$ cat config.mk
export PLATFORM = sky130hd
export DESIGN_NAME = pk_packed_number_decoder_core
export DESIGN_NICKNAME = d
export VERILOG_FILES = /design/src/pkd_pkg.sv /design/src/pk_packed_number_decoder_core.sv /design/src/pkd_nybble.sv /design/src/pkd_front.sv /design/src/pkd_fifo.sv /design/src/pkd_back.sv
export SDC_FILE = /design/constraint.sdc
export NUM_CORES = 1
export LEC_CHECK = 0
export ABC_AREA = 1
export BUFFER_PORTS_ARGS = -buffer_cell sky130_fd_sc_hd__clkbuf_2
export CAP_MARGIN = 20
export CORE_MARGIN = 1.5
export CORE_UTILIZATION = 55
export CTS_CLUSTER_DIAMETER = 80
export CTS_CLUSTER_SIZE = 24
export DETAILED_ROUTE_END_ITERATION = 16
export PLACE_DENSITY = 0.83
export SLEW_MARGIN = 0
export SYNTH_ARGS = -nofsm -noshare
export SYNTH_HDL_FRONTEND = slang
export SYNTH_SLANG_ARGS = --single-unit
$ cat constraint.sdc
create_clock -name clk_i -period 9.9 [get_ports clk_i]
set_clock_uncertainty 0.1 [all_clocks]
set_input_delay 0 -clock clk_i [delete_from_list [all_inputs] [get_ports clk_i]]
set_output_delay 0 -clock clk_i [all_outputs]
set_load 0.01 [all_outputs]
$ cat src/pkd_pkg.sv
// ============================================================================
// pkd_pkg: shared types and constants for the PK packed-number decoder
// Token and packet structs, decoder state and phase codes.
// ============================================================================
package pkd_pkg;

  // Width of the largest value that a token may carry before it saturates
  localparam int VALUE_BITS = 32;
  localparam int TOKEN_W    = 32;
  localparam logic [TOKEN_W-1:0] VALUE_LIMIT =
    (VALUE_BITS >= 32) ? {TOKEN_W{1'b1}} : TOKEN_W'((64'd1 << VALUE_BITS) - 64'd1);

  // Long-number accumulator: holds the clamp value 2^36
  localparam int ACC_W = 37;
  localparam logic [ACC_W-1:0] ACC_CAP = ACC_W'(1) << 36;

  // Nybble codes
  localparam logic [3:0] NYB_ZERO    = 4'd0;
  localparam logic [3:0] DYN_MAX     = 4'd13;
  localparam logic [3:0] NYB_REPEAT  = 4'd14;
  localparam logic [3:0] NYB_REP_ONE = 4'd15;

  // Token kinds
  localparam logic KIND_RUN    = 1'b0;
  localparam logic KIND_REPEAT = 1'b1;

  // Decoder phases
  localparam logic [1:0] PH_IDLE   = 2'd0;
  localparam logic [1:0] PH_ZEROS  = 2'd1;
  localparam logic [1:0] PH_DIGITS = 2'd2;
  localparam logic [1:0] PH_LONG2  = 2'd3;

  // Configuration register indexes
  localparam logic CFG_DYN_FACTOR  = 1'b0;
  localparam logic CFG_START_BLACK = 1'b1;

  typedef struct packed {
    logic [1:0]       phase;
    logic [3:0]       zero_cnt;
    logic [ACC_W-1:0] acc;
    logic [3:0]       lead;
    logic             rep_pend;
    logic             color;
  } dec_state_t;

  typedef struct packed {
    logic               kind;
    logic [TOKEN_W-1:0] value;
    logic               color;
    logic               err;
    logic               last;
  } token_t;

  // One accepted byte's worth of tokens (at least one)
  typedef struct packed {
    logic   two;
    token_t tok0;
    token_t tok1;
  } pkt_t;

endpackage

$ cat src/pk_packed_number_decoder_core.sv
// ============================================================================
// pk_packed_number_decoder_core: PK font packed-raster token decoder
// Decodes dyn_f packed numbers from raster bytes into run and repeat tokens.
// ============================================================================
// A byte beat is taken every cycle while the two-packet queue has room; both
// nybbles of the byte are decoded in that cycle. The output side sends one
// token beat per cycle while m_tready_i is high, so a byte that yields two
// tokens holds the output for two beats and a byte that yields none pushes
// no packet. A token passes a queue entry, then the output register, before
// it is valid on the master side. Configuration writes take effect on the next
// byte; start_black is loaded at reset and at each glyph_start beat.
module pk_packed_number_decoder_core (
  input  logic        clk_i,
  input  logic        rst_ni,
  // configuration
  input  logic        cfg_we_i,
  input  logic        cfg_idx_i,
  input  logic [3:0]  cfg_wdata_i,
  // byte stream in
  input  logic        s_tvalid_i,
  output logic        s_tready_o,
  input  logic [7:0]  s_tdata_i,   // [7:0] data_byte
  input  logic        s_tuser_i,   // [0] glyph_start
  // token stream out
  output logic        m_tvalid_o,
  input  logic        m_tready_i,
  output logic [39:0] m_tdata_o,   // [31:0] token_value, [32] run_color,
                                   // [33] decode_error, [39:34] zero
  output logic        m_tuser_o,   // [0] token_kind
  output logic        m_tlast_o    // last_of_byte
);
  import pkd_pkg::*;

  logic [3:0] dyn_factor_q;
  logic       start_black_q;
  logic       q_full, q_push, q_pop, q_vld;
  pkt_t       front_pkt, head_pkt;
  token_t     tok;

  // Configuration registers
  always_ff @(posedge clk_i or negedge rst_ni) begin
    if (!rst_ni) begin
      dyn_factor_q  <= 4'd0;
      start_black_q <= 1'b0;
    end else if (cfg_we_i) begin
      case (cfg_idx_i)
        CFG_DYN_FACTOR:  dyn_factor_q  <= cfg_wdata_i;
        CFG_START_BLACK: start_black_q <= cfg_wdata_i[0];
        default:         dyn_factor_q  <= dyn_factor_q;
      endcase
    end
  end

  pkd_front u_front (
    .clk_i        (clk_i),
    .rst_ni       (rst_ni),
    .in_vld_i     (s_tvalid_i),
    .in_rdy_o     (s_tready_o),
    .data_byte_i  (s_tdata_i),
    .glyph_start_i(s_tuser_i),
    .dyn_factor_i (dyn_factor_q),
    .start_black_i(start_black_q),
    .q_full_i     (q_full),
    .q_push_o     (q_push),
    .q_pkt_o      (front_pkt)
  );

  pkd_fifo u_fifo (
    .clk_i (clk_i),
    .rst_ni(rst_ni),
    .push_i(q_push),
    .pkt_i (front_pkt),
    .full_o(q_full),
    .pop_i (q_pop),
    .vld_o (q_vld),
    .pkt_o (head_pkt)
  );

  pkd_back u_back (
    .clk_i    (clk_i),
    .rst_ni   (rst_ni),
    .q_vld_i  (q_vld),
    .q_pkt_i  (head_pkt),
    .q_pop_o  (q_pop),
    .out_vld_o(m_tvalid_o),
    .out_rdy_i(m_tready_i),
    .out_tok_o(tok)
  );

  // Output beat packing
  assign m_tdata_o = {6'd0, tok.err, tok.color, tok.value};
  assign m_tuser_o = tok.kind;
  assign m_tlast_o = tok.last;

endmodule

$ cat src/pkd_nybble.sv
// ============================================================================
// pkd_nybble: one nybble step of the packed-number decoder
// Combinational: takes the decoder state and a nybble, returns the next
// state and at most one token.
// ============================================================================
module pkd_nybble (
  input  pkd_pkg::dec_state_t state_i,
  input  logic [3:0]          nyb_i,
  input  logic [3:0]          dyn_i,   // already clamped to 13
  output pkd_pkg::dec_state_t state_o,
  output logic                tok_vld_o,
  output pkd_pkg::token_t     tok_o
);
  import pkd_pkg::*;

  logic [ACC_W+3:0]   acc_sh;
  logic [ACC_W-1:0]   acc_new;
  logic [3:0]         zc_new;
  logic [7:0]         bias;
  logic [ACC_W-1:0]   sum;
  logic [TOKEN_W-1:0] lead_diff;
  logic [ACC_W-1:0]   long2_val;
  logic               fin_en;
  logic [ACC_W-1:0]   fin_val;
  logic               sat;

  // Datapath pieces for the long forms
  always_comb begin
    acc_sh    = {state_i.acc, nyb_i};
    acc_new   = (acc_sh > (ACC_W+4)'(ACC_CAP)) ? ACC_CAP : acc_sh[ACC_W-1:0];
    zc_new    = (state_i.zero_cnt != 4'd0) ? state_i.zero_cnt - 4'd1 : 4'd0;
    bias      = {DYN_MAX - dyn_i, 4'd0} + {4'd0, dyn_i};
    sum       = acc_new + ACC_W'(bias);
    // lead difference wraps at 32 bits (dyn_f raised in mid token);
    // the scaled value is kept wide so that it saturates
    lead_diff = TOKEN_W'(state_i.lead) - TOKEN_W'(dyn_i) - TOKEN_W'(1);
    long2_val = {1'b0, lead_diff, 4'd0} + ACC_W'(nyb_i)
              + ACC_W'(dyn_i) + ACC_W'(1);
  end

  // Phase handling
  always_comb begin
    state_o   = state_i;
    tok_vld_o = 1'b0;
    tok_o     = '0;
    fin_en    = 1'b0;
    fin_val   = '0;
    sat       = 1'b0;

    case (state_i.phase)
      PH_ZEROS: begin
        if (nyb_i == NYB_ZERO) begin
          if (state_i.zero_cnt != 4'd15) state_o.zero_cnt = state_i.zero_cnt + 4'd1;
        end else begin
          state_o.acc   = ACC_W'(nyb_i);
          state_o.phase = PH_DIGITS;
        end
      end
      PH_DIGITS: begin
        state_o.zero_cnt = zc_new;
        if (zc_new == 4'd0) begin
          state_o.phase = PH_IDLE;
          state_o.acc   = '0;
          fin_en        = 1'b1;
          fin_val       = (sum >= ACC_W'(15)) ? sum - ACC_W'(15) : '0;
        end else begin
          state_o.acc = acc_new;
        end
      end
      PH_LONG2: begin
        state_o.phase = PH_IDLE;
        fin_en        = 1'b1;
        fin_val       = long2_val;
      end
      default: begin
        state_o.phase = PH_IDLE;
        if (nyb_i == NYB_ZERO) begin
          state_o.zero_cnt = 4'd1;
          state_o.acc      = '0;
          state_o.phase    = PH_ZEROS;
        end else if (nyb_i <= dyn_i) begin
          fin_en  = 1'b1;
          fin_val = ACC_W'(nyb_i);
        end else if (nyb_i < NYB_REPEAT) begin
          state_o.lead  = nyb_i;
          state_o.phase = PH_LONG2;
        end else if (nyb_i == NYB_REPEAT) begin
          if (state_i.rep_pend) begin
            // nested repeat marker: flagged zero count, repeat stays pending
            tok_vld_o  = 1'b1;
            tok_o.kind = KIND_REPEAT;
            tok_o.err  = 1'b1;
          end else begin
            state_o.rep_pend = 1'b1;
          end
        end else begin
          // repeat once; flagged when a count was pending
          tok_vld_o        = 1'b1;
          tok_o.kind       = KIND_REPEAT;
          tok_o.value      = TOKEN_W'(1);
          tok_o.err        = state_i.rep_pend;
          state_o.rep_pend = 1'b0;
        end
      end
    endcase

    // Finished number: repeat count if one is pending, else a run
    if (fin_en) begin
      sat       = fin_val > ACC_W'(VALUE_LIMIT);
      tok_vld_o = 1'b1;
      tok_o.value = sat ? VALUE_LIMIT : fin_val[TOKEN_W-1:0];
      tok_o.err   = sat;
      if (state_i.rep_pend) begin
        tok_o.kind       = KIND_REPEAT;
        state_o.rep_pend = 1'b0;
      end else begin
        tok_o.kind    = KIND_RUN;
        tok_o.color   = state_i.color;
        state_o.color = ~state_i.color;
      end
    end
  end

endmodule

$ cat src/pkd_front.sv
// ============================================================================
// pkd_front: byte intake and token classification
// Holds the decoder state, decodes both nybbles of a byte per beat and
// pushes the resulting tokens as one packet into the queue.
// ============================================================================
module pkd_front (
  input  logic            clk_i,
  input  logic            rst_ni,
  input  logic            in_vld_i,
  output logic            in_rdy_o,
  input  logic [7:0]      data_byte_i,
  input  logic            glyph_start_i,
  input  logic [3:0]      dyn_factor_i,
  input  logic            start_black_i,
  input  logic            q_full_i,
  output logic            q_push_o,
  output pkd_pkg::pkt_t   q_pkt_o
);
  import pkd_pkg::*;

  dec_state_t st_q, st_d;
  dec_state_t cur, mid;
  logic [3:0] dyn_eff;
  logic       vld_hi, vld_lo;
  token_t     tok_hi, tok_lo;
  logic       accept;

  assign dyn_eff  = (dyn_factor_i > DYN_MAX) ? DYN_MAX : dyn_factor_i;
  assign in_rdy_o = ~q_full_i;
  assign accept   = in_vld_i & ~q_full_i;

  // Glyph start clears state and reloads the color
  always_comb begin
    cur = st_q;
    if (glyph_start_i) begin
      cur       = '0;
      cur.phase = PH_IDLE;
      cur.color = start_black_i;
    end
  end

  // High nybble first, then low nybble
  pkd_nybble u_nyb_hi (
    .state_i  (cur),
    .nyb_i    (data_byte_i[7:4]),
    .dyn_i    (dyn_eff),
    .state_o  (mid),
    .tok_vld_o(vld_hi),
    .tok_o    (tok_hi)
  );

  pkd_nybble u_nyb_lo (
    .state_i  (mid),
    .nyb_i    (data_byte_i[3:0]),
    .dyn_i    (dyn_eff),
    .state_o  (st_d),
    .tok_vld_o(vld_lo),
    .tok_o    (tok_lo)
  );

  // Packet build: last_of_byte goes on the final token
  always_comb begin
    q_pkt_o      = '0;
    q_pkt_o.two  = vld_hi & vld_lo;
    q_pkt_o.tok0 = vld_hi ? tok_hi : tok_lo;
    q_pkt_o.tok1 = tok_lo;
    if (vld_hi & vld_lo) q_pkt_o.tok1.last = 1'b1;
    else                 q_pkt_o.tok0.last = 1'b1;
  end

  assign q_push_o = accept & (vld_hi | vld_lo);

  // Decoder state; all-zero is the idle phase, white color
  always_ff @(posedge clk_i or negedge rst_ni) begin
    if (!rst_ni) begin
      st_q <= '0;
    end else if (accept) begin
      st_q <= st_d;
    end
  end

endmodule

$ cat src/pkd_fifo.sv
// ============================================================================
// pkd_fifo: two-entry packet queue
// Decouples byte intake from token output.
// ============================================================================
module pkd_fifo (
  input  logic          clk_i,
  input  logic          rst_ni,
  input  logic          push_i,
  input  pkd_pkg::pkt_t pkt_i,
  output logic          full_o,
  input  logic          pop_i,
  output logic          vld_o,
  output pkd_pkg::pkt_t pkt_o
);
  import pkd_pkg::*;

  pkt_t       mem_q [2];
  logic       wr_ptr_q, rd_ptr_q;
  logic [1:0] cnt_q;

  assign full_o = (cnt_q == 2'd2);
  assign vld_o  = (cnt_q != 2'd0);
  assign pkt_o  = mem_q[rd_ptr_q];

  // Payload storage
  always_ff @(posedge clk_i) begin
    if (push_i) mem_q[wr_ptr_q] <= pkt_i;
  end

  // Pointers and fill count
  always_ff @(posedge clk_i or negedge rst_ni) begin
    if (!rst_ni) begin
      wr_ptr_q <= 1'b0;
      rd_ptr_q <= 1'b0;
      cnt_q    <= 2'd0;
    end else begin
      if (push_i) wr_ptr_q <= ~wr_ptr_q;
      if (pop_i)  rd_ptr_q <= ~rd_ptr_q;
      case ({push_i, pop_i})
        2'b10:   cnt_q <= cnt_q + 2'd1;
        2'b01:   cnt_q <= cnt_q - 2'd1;
        default: cnt_q <= cnt_q;
      endcase
    end
  end

endmodule

$ cat src/pkd_back.sv
// ============================================================================
// pkd_back: token emitter
// Splits queued packets into single token beats behind an output register.
// ============================================================================
module pkd_back (
  input  logic            clk_i,
  input  logic            rst_ni,
  input  logic            q_vld_i,
  input  pkd_pkg::pkt_t   q_pkt_i,
  output logic            q_pop_o,
  output logic            out_vld_o,
  input  logic            out_rdy_i,
  output pkd_pkg::token_t out_tok_o
);
  import pkd_pkg::*;

  logic   out_vld_q;
  token_t out_tok_q;
  logic   sel_q;
  logic   load;

  assign load      = q_vld_i & (~out_vld_q | out_rdy_i);
  assign q_pop_o   = load & (sel_q | ~q_pkt_i.two);
  assign out_vld_o = out_vld_q;
  assign out_tok_o = out_tok_q;

  // Output payload register
  always_ff @(posedge clk_i) begin
    if (load) out_tok_q <= sel_q ? q_pkt_i.tok1 : q_pkt_i.tok0;
  end

  // Beat valid and token select within the head packet
  always_ff @(posedge clk_i or negedge rst_ni) begin
    if (!rst_ni) begin
      out_vld_q <= 1'b0;
      sel_q     <= 1'b0;
    end else begin
      if (load) begin
        out_vld_q <= 1'b1;
        sel_q     <= q_pkt_i.two & ~sel_q;
      end else if (out_rdy_i) begin
        out_vld_q <= 1'b0;
      end
    end
  end

endmodule
==> flow_summary.ini, run 1 <==
[floorplanning]
die_h_um = 189
rows = 67
dieWidth_um = 189
start_util_pct = 56.2
io_pins = 63
core_um2 = 33800
dieArea_um2 = 35600

[worst_setup_path]
critPathLaunch = s_tuser_i
ff2ff_path_depth = 43
r2r-end = u_fifo.mem_q[0][52]$_DFFE_PP_
endpoint_kind = register
r2r_slack_ns = 2.06
crit_fanout = 56
cp.arrival_ns = 8.11
critPathKind = input port to register
cp_slowest_cell = inv_2
crit_path_max_incr_delay_ns = 0.74
worstSetupStartpointType = input port
required_ns = 10.06
r2r-start = u_front.st_q[47]$_DFFE_PN0P_
crit_top_cell = nand2_1

[sta]
setup_ws_ns = 1.95
worst_pin_slew_ns = 1.15
fmax_mhz = 126
setup_viol = 0
fin_setup_tns_ns = 0
slew_headroom_pct = 22.7
fin_crit_ns = 7.95
hold_viol = 0
rsz0062_at_grt = no
maxSlewViolCount = 0
finalCritPeriodShare_pct = 80.3

[routing]
route.detailed.drc = 0
postRouteAntennaNets = 0
wl_mm = 63.3
drt-initial-drc-count = 2018
first_pass_iters = 6
wl_per_cell_um = 20.3
vias = 18662
vias_per_cell = 5.98

[layout]
multiInputGateArea_um2 = 10300
drive_gt1_share_pct = 7.79
design_area_um2 = 20400
layout_common_cells = 548 x nand2_1, 402 x nor2_1, 314 x inv_1
regArea_um2 = 6910
fin_util_pct = 60.5
final_common_cell = nand2_1
syn_to_final_growth_pct = 7.75
n_fill_cell = 3078
antenna_cells = 0
nets = 2758

[synthesis]
ys_warn_count = 0
ys_seq_area_share_pct = 36.4
synth_top_cell_by_area = edfxtp_1
synth.area.top_cells = edfxtp_1 28%, nand2_1 11%, nor2_1 8.0%, dfrtp_1 7.9%, inv_1 6.2%
ys_ff_latch = 240
synth.top_cell.area_share_pct = 28.5
async_flop_share_pct = 25.0
syn_area_um2 = 19000
synthFlopType = edfxtp_1
synth_edf_count = 180
ys_types = 68
avgSynthCellArea_um2 = 7.23
postSynthCellCount = 2625

[global_routing]
grt_overflow = 0
antenna_found_initial = 0
grtUsageTotal_pct = 35.5
grt_max_degree = 75
grt_pass1_vias = 17850
grt_pass1_wl_mm = 99.0

[min_path]
hold_class = input port to register
holdPathEnd = u_front.st_q[45]$_DFFE_PN0P_
whs_path_depth = 4
min_from = s_tvalid_i

[clock_tree]
cts_inserted_buffers = 18
cts_tree = built
htree_num_levels = 1
cts.sinks = 240
cts_root_buffer = clkbuf_16
clkLatencyLatePin_ns = 0.53
ctsLongestPathBuffers = 3
cts.clk_slew.worst_paths_ns = 0.09

[power_and_ir_drop]
p_leak_uw = 0.00900
ir_drop_mv = 0.350
p_per_area_nw_per_um2 = 340
fin_total_pwr_uw = 6950

[flow_run]
cap_violations = 0

[placed_design]
gp_congestion = 1.01
io_buffer_count = 56
placed_area_um2 = 19600
hpwl_mm = 48.4
place_ws_ns = 1.61

[run_status]
status = finished clean
[logic make-up (layout without fill, tap and decap cells)]
group                      Yosys count  in the layout  synth area share (%)
buffers and inverters              435            476                  9.54
AOI/OAI and AO/OA                  457            457                  13.8
other                                1              6                0.0198
xor gates and xnor gates           119            119                  5.57
and+or+nand+nor                   1295           1295                  29.3
muxes                                1              1                0.0527
DFF                                240            240                  36.4
adders and majority gates           77             77                  5.31
[metrics by stage]
step	instances	hold WS (ns)
final	3119	0.0224
after global routing	3119	0.0552
after CTS	3118	0.0121
after detailed placement	3067	0.127
after global placement	3066	0.107
after floorplan	2630	-0.396
[cells in the mapped netlist (33+ instances only)]
cell	number
a21oi_1	99
clkbuf_1	50
dfrtp_1	60
edfxtp_1	180
ha_1	71
inv_1	314
nand2_1	548
nand3_1	196
nand4_1	33
nor2_1	404
o21ai_0	195
o22ai_1	81
xnor2_1	33
xor2_1	84
[layer usage]
metal / up-vias / global-route usage (%) / part of all wire, %
met5: - / 0 / 0
met4: 0 / 13.3 / 4.0
met1: 8755 / 47.4 / 41
met3: 156 / 4.67 / 8.9
met2: 963 / 59.0 / 46
li1: 8788 / - / -
[flip-flops by register name (all words and copies together), names as in the netlist]
register and flops:
dyn_factor_q 4, start_black_q 1, u_back.out_tok_o 36, u_back.out_vld_o 1, u_back.sel_q 1, u_fifo.cnt_q 2, u_fifo.mem_q 144, u_fifo.rd_ptr_q 1
u_fifo.wr_ptr_q 1, u_front.st_q 49
[worst max-delay path by stage]
stage | cells past startpoint | slack (ns) | endpoint
after detailed placement | 47 | 1.61 | u_fifo.mem_q[1][52]$_DFFE_PP_
after floorplan | 24 | 2.97 | u_fifo.mem_q[0][0]$_DFFE_PP_
after global placement | 47 | 1.88 | u_fifo.mem_q[0][55]$_DFFE_PP_
after CTS | 47 | 2.13 | u_fifo.mem_q[0][70]$_DFFE_PP_
final | 47 | 1.95 | u_fifo.mem_q[0][52]$_DFFE_PP_
after global routing | 47 | 1.26 | u_fifo.mem_q[1][56]$_DFFE_PP_
[power by group]
group	total (uW)	leakage (uW)	internal, uW	switching (uW)
sequential	1980	0.00241	1800	181
clock	801	0.000298	381	420
combinational	4160	0.00629	1220	2950
[layout make-up]
| type | count | area share, % |
|---|---|---|
| Clock buffer | 21 | 2.36 |
| Clock inverter | 8 | 0.728 |
| Inverter | 338 | 6.20 |
| Multi-Input combinational cell | 1955 | 50.4 |
| Sequential cell | 240 | 33.8 |
| Tap cell | 448 | 2.74 |
| Timing Repair Buffer | 109 | 3.78 |
[worst max-delay path: cells and delay by family]
| kind | cells | cell delay (ns) |
|---|---|---|
| compound gates | 5 | 1.03 |
| fa+ha+maj | 2 | 0.65 |
| buf+inv | 7 | 2.06 |
| simple gates | 33 | 4.29 |
[repair_timing]
item                                   CTS  global route
hold buffers                            22             0
resized for setup                        0             0
endpoints found under the hold margin   72             0
setup buffers                            0             0
Note: power is estimated with default switching activity, not from simulation.
==> run 2: changes to the inputs <==
- PLACE_DENSITY: 0.83 -> 0.86
- clock period: 9.9 -> 7.18 ns (I/O delays scaled with it)
==> run 2 against run 1 <==
Compared with the run above:
- global-route usage fell by 0.27 points
- critical path depth did not move
- wire length rose by 2.4%
- worst setup slack got worse by 1.6 ns
- critical path type is now register to register
- sequential share of layout area fell by 1.3 points
- final cell count rose by 2.4%
- first-iteration DRC count rose by 2.1%
- largest power group unchanged
- combinational power rose by 50%
- clock power rose by 36%
- critical endpoint is now u_fifo.mem_q[0][67]$_DFFE_PP_
==> flow_summary.ini, run 2 (synthesized netlist as in run 1, its figures left out) <==
[clock_tree]
clkLatencyLatePin_ns = 0.53
cts.clk_slew.worst_paths_ns = 0.09
htree_num_levels = 1
cts_root_buffer = clkbuf_16
cts_inserted_buffers = 18
cts.sinks = 240
cts_tree = built
ctsLongestPathBuffers = 3

[min_path]
whs_path_depth = 4
holdPathEnd = u_front.st_q[45]$_DFFE_PN0P_
min_from = s_tvalid_i
hold_class = input port to register

[sta]
whs_ns = 0.0225
fmax_mhz = 146
slew_headroom_pct = 35.9
hold_viol = 0
setup_viol = 0
fin_crit_ns = 6.86
worst_pin_slew_ns = 0.951
maxSlewViolCount = 0
finalCritPeriodShare_pct = 95.5
fin_setup_tns_ns = 0

[worst_setup_path]
cp_slowest_cell = dfrtp_1
ff2ff_path_depth = 47
r2r_slack_ns = 0.32
crit_path_max_incr_delay_ns = 0.36
r2r-start = u_front.st_q[47]$_DFFE_PN0P_
worstSetupStartpointType = register
endpoint_kind = register
critPathKind = register to register
required_ns = 7.32
r2r-end = u_fifo.mem_q[0][67]$_DFFE_PP_
crit_top_cell = nand2_1
cp.arrival_ns = 7.00
crit_fanout = 10

[layout]
antenna_cells = 0
final_cells = 3194
syn_to_final_growth_pct = 12.2
drive_gt1_share_pct = 11.8
largest_reg_flops = 144
top_register = u_fifo.mem_q
layout_common_cells = 532 x nand2_1, 384 x nor2_1, 313 x inv_1
final_common_cell = nand2_1
nets = 2832
fin_util_pct = 63.0

[global_routing]
grt_overflow = 0
grtUsageTotal_pct = 35.3
antenna_found_initial = 1
grt_max_degree = 75
grt_pass1_vias = 18056
grt_pass1_wl_mm = 98.4

[routing]
vias = 19153
first_pass_iters = 8
vias_per_cell = 6.00
route.detailed.drc = 0
drt-initial-drc-count = 2061
wl_per_cell_um = 20.3
postRouteAntennaNets = 0
wl_mm = 64.8

[placed_design]
hpwl_mm = 48.9
placedCellCount = 3121
io_buffer_count = 56
gp_congestion = 0.981

[power_and_ir_drop]
ir_drop_mv = 0.526
p_leak_uw = 0.00945
p_per_area_nw_per_um2 = 473

[run_status]
status = finished clean

[floorplanning]
start_util_pct = 56.2
io_pins = 63
dieWidth_um = 189
core_um2 = 33800
die_h_um = 189
rows = 67
dieArea_um2 = 35600

[flow_run]
cap_violations = 0
==> run 2: critical path, delay by kind of cell (launching register included) <==
kind                       cells  cell delay (ns)
AOI/OAI and AO/OA              4             0.66
adders and majority gates      1             0.33
buffers and inverters          8             1.11
DFF                            1             0.36
and+or+nand+nor               34             3.95
==> run 2: cell type report <==
type,count,area [um2]
timing repair buffer,183,1450
clock inverter,9,148
inverter,338,1270
tap,448,561
multi-input combinational,1955,10500
sequential,240,6910
clock buffer,21,483
fill,3000,12500
==> run 2: power by group <==
group	internal, uW	total (uW)	switching, uW	leakage [uW]
sequential	2480	2720	247	0.00241
combinational	1970	6260	4290	0.00675
clock	522	1090	570	0.000300
==> run 2: layer usage <==
metal	track usage, %	share of wire (%)	up-vias
met1	47.1	41	8963
met4	12.9	3.9	0
met5	0	0	-
met2	58.1	46	1094
met3	5.27	9.2	170
li1	-	-	8926
==> run 2: how the worst max path moves through the flow <==
stage	startpoint	end
2_1_floorplan	u_front.st_q[43]$_DFFE_PN0P_	u_fifo.mem_q[0][0]$_DFFE_PP_
3_3_place_gp	u_front.st_q[33]$_DFFE_PN0P_	u_fifo.mem_q[0][47]$_DFFE_PP_
3_5_place_dp	u_front.st_q[43]$_DFFE_PN0P_	u_fifo.mem_q[0][44]$_DFFE_PP_
4_1_cts	u_front.st_q[43]$_DFFE_PN0P_	u_fifo.mem_q[0][44]$_DFFE_PP_
5_1_grt	u_front.st_q[44]$_DFFE_PN0P_	u_fifo.mem_q[0][63]$_DFFE_PP_
6_report	u_front.st_q[47]$_DFFE_PN0P_	u_fifo.mem_q[0][67]$_DFFE_PP_
==> run 2: timing repair <==
| action | 4_1_cts | 5_1_grt |
|---|---|---|
| setup endpoints to repair | 0 | 132 |
| buffers inserted | 0 | 16 |
| gates resized for setup | 0 | 55 |
| hold endpoints to repair | 71 | 0 |
| hold buffers | 21 | 0 |
==> run 2: metrics by stage <==
step / setup WS, ns / cell area, um2 / power [uW]
2_1_floorplan: 0.251 / 19000 / 6720
3_3_place_gp: 0.423 / 20000 / 8250
3_5_place_dp: 0.193 / 20000 / 8500
4_1_cts: 0.187 / 20900 / 9620
5_1_grt: -0.0424 / 21300 / 10700
6_report: 0.322 / 21300 / 10100
